$ cat src/rtl/assert_macros.svh
// ----------------------------------------------------------------------------
// Assertion macros
// Concurrent assertion forms for the transcoder RTL.
// ----------------------------------------------------------------------------
`ifndef ASSERT_MACROS_SVH
`define ASSERT_MACROS_SVH

// same-cycle implication
`define TCT_ASSERT_NOW(label, ante, cons, msg) \
  label: assert property (@(posedge clk) disable iff (!rst_n) (ante) |-> (cons)) \
    else $error(msg);

// next-cycle implication
`define TCT_ASSERT_NEXT(label, ante, cons, msg) \
  label: assert property (@(posedge clk) disable iff (!rst_n) (ante) |=> (cons)) \
    else $error(msg);

`endif

$ cat src/rtl/tct_pkg.sv
// ----------------------------------------------------------------------------
// tct_pkg
// Types, codes and code-page helpers of the text codepage transcoder.
// ----------------------------------------------------------------------------
package tct_pkg;

  localparam logic [1:0] CFG_IN_CODE  = 2'd0;
  localparam logic [1:0] CFG_OUT_CODE = 2'd1;
  localparam logic [1:0] CFG_OUT_CAP  = 2'd2;

  localparam logic [1:0] IN_RAW    = 2'd0;
  localparam logic [1:0] IN_UTF8   = 2'd1;
  localparam logic [1:0] IN_CP1251 = 2'd2;
  localparam logic [1:0] IN_U16LE  = 2'd3;

  localparam logic [2:0] OUT_RAW    = 3'd0;
  localparam logic [2:0] OUT_UTF8   = 3'd1;
  localparam logic [2:0] OUT_CP1251 = 3'd2;
  localparam logic [2:0] OUT_U16LE  = 3'd3;
  localparam logic [2:0] OUT_U16BE  = 3'd4;

  typedef struct packed {
    logic [1:0]  in_code;
    logic [2:0]  out_code;
    logic [15:0] capacity;
  } cfg_t;

  typedef struct packed {
    logic [15:0] ch;
    logic        have;
    logic        last;
  } job_t;

  typedef struct packed {
    logic       valid;
    logic       full;
  } fifo_stat_t;

  typedef struct packed {
    logic [1:0] cnt;
    logic [7:0] b0;
    logic [7:0] b1;
    logic [7:0] b2;
  } enc_t;

  function automatic logic [15:0] cp1251_decode(logic [7:0] b);
    logic [15:0] v;
    v = {8'h00, b};
    if (b >= 8'hC0) begin
      v = {8'h00, b} - 16'h00C0 + 16'h0410;
    end else begin
      unique case (b)
        8'hB2:   v = 16'h0406;
        8'hAF:   v = 16'h0407;
        8'hB3:   v = 16'h0456;
        8'hBF:   v = 16'h0457;
        default: v = {8'h00, b};
      endcase
    end
    return v;
  endfunction

  function automatic logic [7:0] cp1251_encode(logic [15:0] v);
    logic [15:0] d;
    logic [7:0]  b;
    d = v - 16'h0410;
    b = v[7:0];
    if (v >= 16'h0410 && v <= 16'h044F) begin
      b = d[7:0] + 8'hC0;
    end else begin
      unique case (v)
        16'h0406: b = 8'hB2;
        16'h0407: b = 8'hAF;
        16'h0456: b = 8'hB3;
        16'h0457: b = 8'hBF;
        default:  b = v[7:0];
      endcase
    end
    return b;
  endfunction

  function automatic enc_t tct_encode(logic [15:0] v, logic [2:0] code);
    enc_t e;
    e = '{cnt: 2'd1, b0: v[7:0], b1: 8'h00, b2: 8'h00};
    unique case (code)
      OUT_UTF8: begin
        if (v < 16'h0080) begin
          e.cnt = 2'd1;
          e.b0  = v[7:0];
        end else if (v < 16'h0800) begin
          e.cnt = 2'd2;
          e.b0  = {3'b110, v[10:6]};
          e.b1  = {2'b10, v[5:0]};
        end else begin
          e.cnt = 2'd3;
          e.b0  = {4'b1110, v[15:12]};
          e.b1  = {2'b10, v[11:6]};
          e.b2  = {2'b10, v[5:0]};
        end
      end
      OUT_CP1251: begin
        e.cnt = 2'd1;
        e.b0  = cp1251_encode(v);
      end
      OUT_U16LE: begin
        e.cnt = 2'd2;
        e.b0  = v[7:0];
        e.b1  = v[15:8];
      end
      OUT_U16BE: begin
        e.cnt = 2'd2;
        e.b0  = v[15:8];
        e.b1  = v[7:0];
      end
      default: begin
        e.cnt = 2'd1;
        e.b0  = v[7:0];
      end
    endcase
    return e;
  endfunction

endpackage

$ cat src/rtl/tct_front.sv
// ----------------------------------------------------------------------------
// tct_front
// Input decoder: accepts bytes, assembles characters, queues character jobs.
// ----------------------------------------------------------------------------
module tct_front (
  input  logic              clk,
  input  logic              rst_n,
  input  logic [1:0]        in_code,
  input  logic              dec_clr,
  input  logic              in_tvalid,
  output logic              in_tready,
  input  logic [7:0]        in_tdata,   // in_byte
  input  logic              in_tlast,   // last_in
  input  tct_pkg::fifo_stat_t q_stat,
  output logic              q_push,
  output tct_pkg::job_t     q_job
);
  import tct_pkg::*;

  logic [15:0] acc_r, acc_nxt;
  logic [1:0]  pend_r, pend_nxt;
  logic [15:0] ch;
  logic        have;
  logic        accept;

  assign in_tready = !q_stat.full;
  assign accept    = in_tvalid && in_tready;

  always_comb begin
    acc_nxt  = acc_r;
    pend_nxt = pend_r;
    ch       = 16'h0000;
    have     = 1'b0;
    if (pend_r != 2'd0) begin
      if (in_code == IN_U16LE) begin
        ch = acc_r | {in_tdata, 8'h00};
      end else begin
        ch = {acc_r[9:0], 6'b0} + {8'h00, in_tdata} - 16'h0080;
      end
      pend_nxt = pend_r - 2'd1;
      if (pend_nxt == 2'd0) begin
        have = 1'b1;
      end else begin
        acc_nxt = ch;
      end
    end else begin
      unique case (in_code)
        IN_UTF8: begin
          if (in_tdata >= 8'hC0 && in_tdata <= 8'hDF) begin
            acc_nxt  = {11'b0, in_tdata[4:0]};
            pend_nxt = 2'd1;
          end else if (in_tdata >= 8'hE0 && in_tdata <= 8'hEF) begin
            acc_nxt  = {12'b0, in_tdata[3:0]};
            pend_nxt = 2'd2;
          end else begin
            ch   = {8'h00, in_tdata};
            have = 1'b1;
          end
        end
        IN_CP1251: begin
          ch   = cp1251_decode(in_tdata);
          have = 1'b1;
        end
        IN_U16LE: begin
          acc_nxt  = {8'h00, in_tdata};
          pend_nxt = 2'd1;
        end
        default: begin
          ch   = {8'h00, in_tdata};
          have = 1'b1;
        end
      endcase
    end
    if (have) begin
      acc_nxt = 16'h0000;
    end
    if (in_tlast) begin
      acc_nxt  = 16'h0000;
      pend_nxt = 2'd0;
    end
  end

  assign q_push = accept && (have || in_tlast);
  assign q_job  = '{ch: ch, have: have, last: in_tlast};

  always_ff @(posedge clk) begin
    if (!rst_n || dec_clr) begin
      acc_r  <= 16'h0000;
      pend_r <= 2'd0;
    end else if (accept) begin
      acc_r  <= acc_nxt;
      pend_r <= pend_nxt;
    end
  end

endmodule

$ cat src/rtl/tct_fifo.sv
// ----------------------------------------------------------------------------
// tct_fifo
// Short job queue between the decoder and the encoder.
// ----------------------------------------------------------------------------
module tct_fifo #(
  parameter int DEPTH = 4
) (
  input  logic                clk,
  input  logic                rst_n,
  input  logic                push,
  input  tct_pkg::job_t       push_job,
  input  logic                pop,
  output tct_pkg::job_t       head_job,
  output tct_pkg::fifo_stat_t stat
);
  import tct_pkg::*;

  localparam int PW = (DEPTH > 1) ? $clog2(DEPTH) : 1;
  localparam int CW = $clog2(DEPTH + 1);
  localparam logic [CW-1:0] DEPTH_C = CW'(DEPTH);
  localparam logic [PW-1:0] LAST_P  = PW'(DEPTH - 1);

  job_t          mem_r [DEPTH];
  logic [PW-1:0] wr_ptr_r, rd_ptr_r;
  logic [CW-1:0] cnt_r;
  logic          do_push, do_pop;

  assign stat.valid = (cnt_r != '0);
  assign stat.full  = (cnt_r == DEPTH_C);
  assign do_push    = push && !stat.full;
  assign do_pop     = pop && stat.valid;
  assign head_job   = mem_r[rd_ptr_r];

  always_ff @(posedge clk) begin
    if (do_push) begin
      mem_r[wr_ptr_r] <= push_job;
    end
  end

  always_ff @(posedge clk) begin
    if (!rst_n) begin
      wr_ptr_r <= '0;
      rd_ptr_r <= '0;
      cnt_r    <= '0;
    end else begin
      if (do_push) begin
        wr_ptr_r <= (wr_ptr_r == LAST_P) ? '0 : wr_ptr_r + PW'(1);
      end
      if (do_pop) begin
        rd_ptr_r <= (rd_ptr_r == LAST_P) ? '0 : rd_ptr_r + PW'(1);
      end
      if (do_push && !do_pop) begin
        cnt_r <= cnt_r + CW'(1);
      end else if (do_pop && !do_push) begin
        cnt_r <= cnt_r - CW'(1);
      end
    end
  end

endmodule

$ cat src/rtl/tct_back.sv
// ----------------------------------------------------------------------------
// tct_back
// Output encoder: expands each job into bytes, one beat per cycle unless out_tready stalls it.
// ----------------------------------------------------------------------------
module tct_back (
  input  logic          clk,
  input  logic          rst_n,
  input  tct_pkg::cfg_t cfg,
  input  logic          q_valid,
  input  tct_pkg::job_t q_job,
  output logic          q_pop,
  output logic          out_tvalid,
  input  logic          out_tready,
  output logic [7:0]    out_tdata,  // out_byte
  output logic [1:0]    out_tuser,  // kept, is_terminator
  output logic          out_tlast   // last_out
);
  import tct_pkg::*;

  job_t        job_r;
  logic        job_vld_r;
  logic [2:0]  idx_r;
  logic        chr_en_r;
  logic [15:0] bw_r, bw_nxt;
  logic        out_vld_r;
  logic [7:0]  out_byte_r;
  logic [1:0]  out_user_r;
  logic        out_last_r;

  enc_t        enc;
  logic        slot_free, chr_en, utf16, step, emit, done, is_term, kept;
  logic [2:0]  ccnt, nterm, total;
  logic [7:0]  byte_sel;

  assign enc       = tct_encode(job_r.ch, cfg.out_code);
  assign slot_free = !out_vld_r || out_tready;
  assign chr_en    = (idx_r == 3'd0) ? (job_r.have && (bw_r < cfg.capacity)) : chr_en_r;
  assign utf16     = (cfg.out_code == OUT_U16LE) || (cfg.out_code == OUT_U16BE);
  assign ccnt      = chr_en ? {1'b0, enc.cnt} : 3'd0;
  assign nterm     = job_r.last ? (utf16 ? 3'd2 : 3'd1) : 3'd0;
  assign total     = ccnt + nterm;
  assign step      = job_vld_r && slot_free;
  assign emit      = step && (total != 3'd0);
  assign done      = (step && (total == 3'd0)) || (emit && (idx_r == total - 3'd1));
  assign is_term   = (idx_r >= ccnt);
  assign kept      = (bw_r < cfg.capacity);
  assign q_pop     = q_valid && (!job_vld_r || done);

  always_comb begin
    unique case (idx_r[1:0])
      2'd0:    byte_sel = enc.b0;
      2'd1:    byte_sel = enc.b1;
      default: byte_sel = enc.b2;
    endcase
    if (is_term) begin
      byte_sel = 8'h00;
    end
  end

  always_comb begin
    bw_nxt = bw_r;
    if (emit) begin
      if (done && job_r.last) begin
        bw_nxt = 16'h0000;
      end else if (bw_r != 16'hFFFF) begin
        bw_nxt = bw_r + 16'd1;
      end
    end
  end

  always_ff @(posedge clk) begin
    if (q_pop) begin
      job_r <= q_job;
    end
    if (emit) begin
      out_byte_r <= byte_sel;
      out_user_r <= {is_term, kept};
      out_last_r <= done;
    end
  end

  always_ff @(posedge clk) begin
    if (!rst_n) begin
      job_vld_r <= 1'b0;
      idx_r     <= 3'd0;
      chr_en_r  <= 1'b0;
      bw_r      <= 16'h0000;
      out_vld_r <= 1'b0;
    end else begin
      bw_r <= bw_nxt;
      if (q_pop) begin
        job_vld_r <= 1'b1;
      end else if (done) begin
        job_vld_r <= 1'b0;
      end
      if (done) begin
        idx_r <= 3'd0;
      end else if (emit) begin
        idx_r    <= idx_r + 3'd1;
        chr_en_r <= chr_en;
      end
      if (emit) begin
        out_vld_r <= 1'b1;
      end else if (out_tready) begin
        out_vld_r <= 1'b0;
      end
    end
  end

  assign out_tvalid = out_vld_r;
  assign out_tdata  = out_byte_r;
  assign out_tuser  = out_user_r;
  assign out_tlast  = out_last_r;

endmodule

$ cat src/rtl/text_codepage_transcoder_top.sv
// ----------------------------------------------------------------------------
// text_codepage_transcoder_top
// Streaming byte transcoder between raw, UTF-8, CP1251 and UTF-16 codes.
// ----------------------------------------------------------------------------
// Usage:
//   in_*  : one input byte per beat, in_tlast on the final byte of a string.
//   out_* : one output byte per beat; out_tuser[0] kept, out_tuser[1] marks
//           a terminator zero, out_tlast closes the bytes of one input beat.
//   cfg_* : write in_code (0), out_code (1), out_capacity (2) while idle;
//           a write to in_code drops any partial character.
// Throughput: an input beat is taken every cycle while the job queue has
//   room; the encoder sends one output byte per cycle while out_tready
//   allows, and takes the next job only when the current one is done; a
//   character dropped past capacity sends no byte.
// Path: each job passes the queue and the job register, then the output register.
// Reset: registers return to in_code 1, out_code 1, capacity 65535, with the
//   decoder, queue and byte count cleared.
// Stall: while out_tready is low the output beat holds; the queue fills
//   and in_tready drops once FIFO_DEPTH jobs wait.
// ----------------------------------------------------------------------------
`include "assert_macros.svh"

module text_codepage_transcoder_top #(
  parameter int FIFO_DEPTH = 4
) (
  input  logic        clk,
  input  logic        rst_n,
  input  logic        in_tvalid,
  output logic        in_tready,
  input  logic [7:0]  in_tdata,   // in_byte
  input  logic        in_tlast,   // last_in
  output logic        out_tvalid,
  input  logic        out_tready,
  output logic [7:0]  out_tdata,  // out_byte
  output logic [1:0]  out_tuser,  // kept, is_terminator
  output logic        out_tlast,  // last_out
  input  logic        cfg_we,
  input  logic [1:0]  cfg_addr,
  input  logic [15:0] cfg_wdata
);
  import tct_pkg::*;

  cfg_t       cfg_r;
  logic       dec_clr;
  logic       q_push, q_pop;
  job_t       push_job, head_job;
  fifo_stat_t q_stat;
  logic       term_beat, term_first, cap_zero;

  assign dec_clr = cfg_we && (cfg_addr == CFG_IN_CODE);

  always_ff @(posedge clk) begin
    if (!rst_n) begin
      cfg_r.in_code  <= IN_UTF8;
      cfg_r.out_code <= OUT_UTF8;
      cfg_r.capacity <= 16'hFFFF;
    end else if (cfg_we) begin
      unique case (cfg_addr)
        CFG_IN_CODE:  cfg_r.in_code  <= cfg_wdata[1:0];
        CFG_OUT_CODE: cfg_r.out_code <= cfg_wdata[2:0];
        CFG_OUT_CAP:  cfg_r.capacity <= cfg_wdata;
        default:      cfg_r          <= cfg_r;
      endcase
    end
  end

  tct_front u_front (
    .clk       (clk),
    .rst_n     (rst_n),
    .in_code   (cfg_r.in_code),
    .dec_clr   (dec_clr),
    .in_tvalid (in_tvalid),
    .in_tready (in_tready),
    .in_tdata  (in_tdata),
    .in_tlast  (in_tlast),
    .q_stat    (q_stat),
    .q_push    (q_push),
    .q_job     (push_job)
  );

  tct_fifo #(
    .DEPTH (FIFO_DEPTH)
  ) u_fifo (
    .clk      (clk),
    .rst_n    (rst_n),
    .push     (q_push),
    .push_job (push_job),
    .pop      (q_pop),
    .head_job (head_job),
    .stat     (q_stat)
  );

  tct_back u_back (
    .clk        (clk),
    .rst_n      (rst_n),
    .cfg        (cfg_r),
    .q_valid    (q_stat.valid),
    .q_job      (head_job),
    .q_pop      (q_pop),
    .out_tvalid (out_tvalid),
    .out_tready (out_tready),
    .out_tdata  (out_tdata),
    .out_tuser  (out_tuser),
    .out_tlast  (out_tlast)
  );

  assign term_beat  = out_tvalid && out_tuser[1];
  assign term_first = term_beat && out_tready && !out_tlast;
  assign cap_zero   = (cfg_r.capacity == 16'h0000);

  `TCT_ASSERT_NOW(a_term_zero, term_beat, out_tdata == 8'h00, "terminator byte not zero")
  `TCT_ASSERT_NOW(a_cap_zero, out_tvalid && cap_zero, !out_tuser[0], "kept at zero capacity")
  `TCT_ASSERT_NEXT(a_term_pair, term_first, term_beat && out_tlast, "second terminator missing")

endmodule

$ cat config.mk
export PLATFORM = sky130hd
export DESIGN_NAME = text_codepage_transcoder_top
export DESIGN_NICKNAME = d
export VERILOG_FILES = /design/src/rtl/tct_pkg.sv /design/src/rtl/tct_front.sv /design/src/rtl/tct_fifo.sv /design/src/rtl/tct_back.sv /design/src/rtl/text_codepage_transcoder_top.sv
export VERILOG_INCLUDE_DIRS = /design/src /design/src/rtl
export SDC_FILE = /design/constraint.sdc
export NUM_CORES = 1
export LEC_CHECK = 0
export BUFFER_PORTS_ARGS = -buffer_cell sky130_fd_sc_hd__buf_2
export CAP_MARGIN = 10
export CORE_MARGIN = 2
export CORE_UTILIZATION = 65
export CTS_BUF_LIST = sky130_fd_sc_hd__clkbuf_8
export CTS_CLUSTER_DIAMETER = 60
export DETAILED_ROUTE_END_ITERATION = 8
export GPL_TIMING_DRIVEN = 0
export PLACE_DENSITY = 0.88
export SYNTH_ARGS = -nofsm -noshare
export SYNTH_HDL_FRONTEND = slang
export SYNTH_SLANG_ARGS = --single-unit
$ cat constraint.sdc
create_clock -name clk -period 15.15 [get_ports clk]
set_input_delay 4.545 -clock clk [delete_from_list [all_inputs] [get_ports clk]]
set_output_delay 4.545 -clock clk [all_outputs]
set_load 0.03 [all_outputs]
Word level (Yosys, flattened, before mapping)
Memories as Yosys holds them, arrays and structs flattened. A register that Yosys moved wholly into a read port is not among the register bits.
Index checks and enable logic that the tools add are counted.
- bits in writable memories: 72
- flip-flop bits (word level): 79
- memories kept: 1
- input port bits: 32
- memories (name ; words ; bits a word ; rd ports ; clocked after memory_dff ; write ports ; line ; source):
    u_fifo.mem_r ; 4 ; 18 ; 1 ; 1 ; 1 ; tct_fifo.sv:23 ; job_t mem_r [DEPTH];
- equality and inequality tests: 26
- multiplexer cells: 50
- add/subtract/negate cells: 15
- order comparisons: 10
- bitwise logic cells: 3
- reduce and logical (&&, ||, !) cells: 51
- operators with widths (operator ; count):
    2-to-1 mux 16 bit ; 13
    == test 16 x 11 -> 1 bit (second input constant) ; 4
    case mux 16 bit (3 select lines) ; 1
    case mux 11 bit (4 select lines) ; 1
    case mux 10 bit (4 select lines) ; 1
    == test 8 bit (second input constant) ; 4
    2-to-1 mux 8 bit ; 4
    case mux 16 bit (2 select lines) ; 1
    case mux 8 bit (4 select lines) ; 1
    case mux 8 bit (3 select lines) ; 1
    logical AND 1 bit ; 17
    2-to-1 mux 17 bit ; 1
    adder 16 x 1 -> 16 bit (second input constant) ; 1
    adder 16 x 11 -> 16 bit (second input constant) ; 1
    adder 16 x 8 -> 16 bit ; 1
    greater-or-equal comparator 16 x 11 -> 1 bit (second input constant) ; 1
    greater-or-equal comparator 8 bit (second input constant) ; 2
    <= comparator 16 x 11 -> 1 bit (second input constant) ; 1
    <= comparator 8 bit (second input constant) ; 2
    less-than comparator 16 x 12 -> 1 bit (second input constant) ; 1
    less-than comparator 16 bit ; 1
    less-than comparator 16 x 8 -> 1 bit (second input constant) ; 1
    2-to-1 mux 2 bit ; 8
    != test 16 bit (second input constant) ; 1
    39 further kinds ; 85

Logic depth before layout (Yosys ltp)
- depth after elaboration: 16
- mapped depth: 22
- depth with buffers taken out: 22

Modules after synthesis
From an unflattened synthesis, not the netlist that was laid out.
- cells, all modules: 911
- area total of the unflattened synthesis: 9781.9 um2
- by module, submodules not included (module ; cells each ; times used ; area each (um2)):
    tct_back ; 408 ; 1 ; 3714.8
    tct_fifo ; 145 ; 1 ; 3120.5
    tct_front ; 265 ; 1 ; 1998.2
    text_codepage_transcoder_top ; 93 ; 1 ; 948.4

Worst setup path before layout
Ideal clock, no wire load.
- kind: in2reg
- start point: input in_tdata[6]
- end point: register u_fifo.cnt_r[2]
- data arrival time: 7.231 ns
- cell stages on the path: 11
- required time: 15.074 ns
- path slack: 7.844 ns
- setup time: 0.076 ns
- cells stage by stage: ha_1 a21oi_1 a31oi_1 or3_1 a211oi_2 ha_1 inv_1 fa_1 xor2_1 or3_1 a21boi_0
- word-level cells in the longest chain between the ends: 12
- elaborated cells between the ends (all ways): 18
- those cells by class: order compare: 4; mux: 5; reduce/logical: 9
- ends and longest elaborated chain (item ; line ; source):
    from (decl) ; text_codepage_transcoder_top.sv:30 ; input logic [7:0] in_tdata,
    greater-or-equal comparator 8 bit or <= comparator 8 bit (tied branches) ; tct_front.sv:52 ; end else if (in_tdata >= 8'hE0 && in_tdata <= 8'hEF) begin
    logical AND 1 bit ; tct_front.sv:52 ;
    2-to-1 mux 1 bit ; tct_front.sv:52 ;
    2-to-1 mux 1 bit * ; tct_front.sv:49 ; if (in_tdata >= 8'hC0 && in_tdata <= 8'hDF) begin
    case mux 1 bit (2 select lines) * ; tct_front.sv:47 ; unique case (in_code)
    2-to-1 mux 1 bit * ; tct_front.sv:34 ; if (pend_r != 2'd0) begin
    logical OR 1 bit * ; tct_front.sv:83 ; assign q_push = accept && (have || in_tlast);
    logical AND 1 bit * ; tct_front.sv:83 ;
    logical AND 1 bit * ; tct_fifo.sv:30 ; assign do_push = push && !stat.full;
    via u_fifo.do_push ; tct_fifo.sv:26 ; logic do_push, do_pop;
    logical NOT 1 bit ; tct_fifo.sv:54 ; end else if (do_pop && !do_push) begin
    logical AND 1 bit ; tct_fifo.sv:54 ;
    nonzero test 2 bit (no line) ; - ;
    to (signal assigned) ; tct_fifo.sv:53 ; cnt_r <= cnt_r + CW'(1);
    to (signal assigned) ; tct_fifo.sv:55 ; cnt_r <= cnt_r - CW'(1);
    to (decl) ; tct_fifo.sv:25 ; logic [CW-1:0] cnt_r;
The timed path passes the listed nets; every way through them passes the cells marked *.
A chain may end at the register's enable or synchronous reset.

Worst setup path in the final report
- start point: input in_tdata[5]
- end point: register u_fifo.cnt_r[2]
The elaborated chain is that of the path after synthesis.

==> impl_results.md <==
* Post-CTS setup buffers at 0
* Clock sinks at 169
* Die area at 15100 sq um
* Cell Pwr Density at 152 nW/um^2
* Worst hold path type: flop to flop
* Core box area at 13800 sq um
* EDFF count, synth at 101
* Clk slew on worst S/H paths at 80 ps
* WL met1 at 9100 um
* Overflow after GRT at 0
* Met2 wire length at 10500 um
* WL final at 21900 um
* CP Capture Type: flop
* Final worst slack at 7530 ps
* First-pass DRT Iterations at 6
* Critical path class: primary input to flop
* H-tree levels at 4
* CTS buffer count at 17
* Vias per std cell at 6.49
* DRC viols at 0
* Max layer used: met4
* Hold Crit Start: u_front.acc_r[10]
* Avg Synthesized Cell Area at 10.4 sq um
* Drt wl/cell at 19.3 um
* Status: complete, no violations
* Final-report max-slew violation count at 0
* Layout cells sized above 1 at 11.4%
* Final non-filler cell total at 1138
* Pin count of the biggest net entering global routing at 19
* CTS resizes at 0
* Antenna-violating nets left at 0
* Fin Setup TNS at 0 ps
* CP startpoint: in_tdata[5]
* Place WS at 7130 ps
* Number of buffers added on ports at 40
* Unrepaired setup endpoints after global routing: no
* Layout Nets at 1028
* Dominant synthesized flop cell: edfxtp_1
* Fin. Hold Viols at 0
* Die Width at 123 um
* Final Core Density at 72.3%
* Vias in the first global route at 6952
* P_sw at 590 uW
* Row cnt at 43
* Net Count, Synth at 969
* Tot GR Track Use at 30.3%
* Sw Share at 38.7%
* Initial antenna violation count at 0
* WL met3 at 1590 um
* Crit share post-route at 50.3%
* Synthesized area at 9200 sq um
* Measured slew at the worst slew-check pin at 954 ps
* Layout Skew at 16.0 ps
* First-pass GRT wire length at 35000 um
* R2R Setup Slk at 9400 ps
* Seq/Total Area, Yosys at 47.8%
* Synth cell types at 79
* Reg2reg start: cfg_r[17]
* Maximum buffer depth of the clock tree at 2
* Internal at 932 uW
* Slew headroom at 36.3%
* Vias at 7385
* Worst EP required at 15530 ps
* CP max FO at 9
* Clk_lat worst skew at 460 ps
* Sequential Power Share at 43.0%
* Root Driver: clkbuf_8
* Ys async rst share at 0%
* Initial DRC count at 897
* Final setup viols at 0
* Fmax at 131 MHz
* Ant diodes at 0
* Hold buffer count at CTS at 0
* Synth Register Bits at 169
* Worst EP arrival at 8000 ps
* Layout area overhead at 8.69%
* DP Cell Count at 1106
* Comb power frac at 37.3%
* Final weighted congestion in routability-driven placement at 0.971
* Critical Path Source Type: primary input
* Dpl hpwl at 15900 um
* CTS tree: yes
* Maxcap violations at 0
* Ys Warns at 0
* Die height at 123 um
* Max VDD drop at 0.0890 mV
* Mapped Cells at 886
* Final Critical Period at 7620 ps
* Clk pwr share at 19.7%
* Leak at 0.00381 uW
* Initial Utilization at 66.5%
* Io pins at 45
path summary, 6_finish.rpt:
kind                                           to  depth (start not counted)
worst max-delay path              u_fifo.cnt_r[2]                         13
worst min register to register  u_front.acc_r[10]                          2
worst min-delay path            u_front.acc_r[10]                          2
worst max register to register    u_fifo.cnt_r[2]                         20
flip-flops by register name (all words and copies together), names as in the netlist, 2 cells and up:
register / cells
cfg_r: 21
u_back.bw_r: 16
u_back.idx_r: 3
u_back.job_r: 18
u_back.out_tdata: 8
u_back.out_tuser: 2
u_fifo.cnt_r: 3
u_fifo.mem_r: 72
u_fifo.rd_ptr_r: 2
u_fifo.wr_ptr_r: 2
u_front.acc_r: 16
u_front.pend_r: 2
power by group through the flow:
stage,sequential (uW),combinational (uW),clock (uW)
after floorplan,671,383,0
after global placement,659,537,0
after detailed placement,662,559,0
after CTS,653,563,305
after global routing,662,624,320
final,655,568,300
cell usage in the layout (no fill, tap or decap), types with 15 or more instances in the layout:
cell type	count
dfxtp_1	68
mux2i_1	15
xor2_1	18
nand4_1	18
buf_2	46
clkbuf_8	18
edfxtp_1	101
o211ai_1	22
inv_1	58
nor3_1	20
nand2_1	85
clkbuf_1	35
nor2_1	60
nand3_1	15
mux4_2	18
ha_1	48
a21oi_1	49
o21ai_0	36
worst max-delay path: stages:
cell and delay, ps:
buf_2 110, buf_2 230, nor4bb_1 100, a21oi_1 490
a31oi_1 160, or3_1 440, a211oi_2 490, ha_1 300
inv_1 70, fa_1 400, xor2_1 190, or3_1 310
a21boi_0 160
through the flow:
| step | hold WS, ps | power, uW | area, sq um |
|---|---|---|---|
| 4_1_cts | 464 | 1520 | 10000 |
| 2_1_floorplan | 415 | 1050 | 9200 |
| 5_1_grt | 477 | 1610 | 10000 |
| 6_report | 454 | 1520 | 10000 |
| 3_5_place_dp | 443 | 1220 | 9620 |
| 3_3_place_gp | 440 | 1200 | 9620 |
synth_stat cells (4+ instances only):
library cell	number	area share, %
edfxtp_1	101	33
nand2_1	85	3.5
dfxtp_1	68	15
nor2_1	60	2.4
inv_1	57	2.3
a21oi_1	49	2.7
ha_1	48	6.5
o21ai_0	36	2.0
clkbuf_1	35	1.4
o211ai_1	22	1.8
nor3_1	20	1.1
mux4_2	18	4.4
nand4_1	18	1.2
xor2_1	18	1.7
mux2i_1	15	1.6
nand3_1	15	0.82
a211oi_1	11	0.90
nand2b_1	11	0.75
nor2b_1	11	0.75
or3_1	10	0.68
xnor2_1	10	0.95
a31oi_1	9	0.61
and2_1	9	0.61
a22o_1	8	0.76
nor4_1	8	0.54
a21o_1	7	0.57
o22ai_1	7	0.48
o31ai_1	7	0.57
buf_2	6	0.33
nor3b_1	6	0.49
a21boi_0	5	0.41
a32o_1	5	0.54
o21ai_1	5	0.27
a32oi_1	4	0.38
nand3b_1	4	0.33
o21a_1	4	0.33
o32ai_1	4	0.38
kinds of logic after synthesis:
family	after synthesis	synth area share, %
AOI/OAI and AO/OA	220	16.4
xor gates and xnor gates	29	2.91
adders and majority gates	51	7.18
buffers and inverters	102	4.24
DFF	169	47.8
muxes	34	6.16
and+or+nand+nor	281	15.3
per-layer routing:
metal	vias to the layer above	global-route usage, %
li1	3425	-
met1	3496	41.1
met2	385	48.0
met3	79	5.49
met4	0	13.4
met5	-	0
layout make-up:
| cell class | instances | area (sq um) |
|---|---|---|
| fill | 1007 | 3830 |
| tap | 180 | 225 |
| multi-input combinational | 615 | 4410 |
| sequential | 169 | 4390 |
| inverter | 58 | 218 |
| timing repair buffer | 40 | 200 |
| buffer | 44 | 173 |
| clock buffer | 18 | 248 |
| clock inverter | 14 | 125 |
Note: power is estimated with default switching activity, not from simulation.
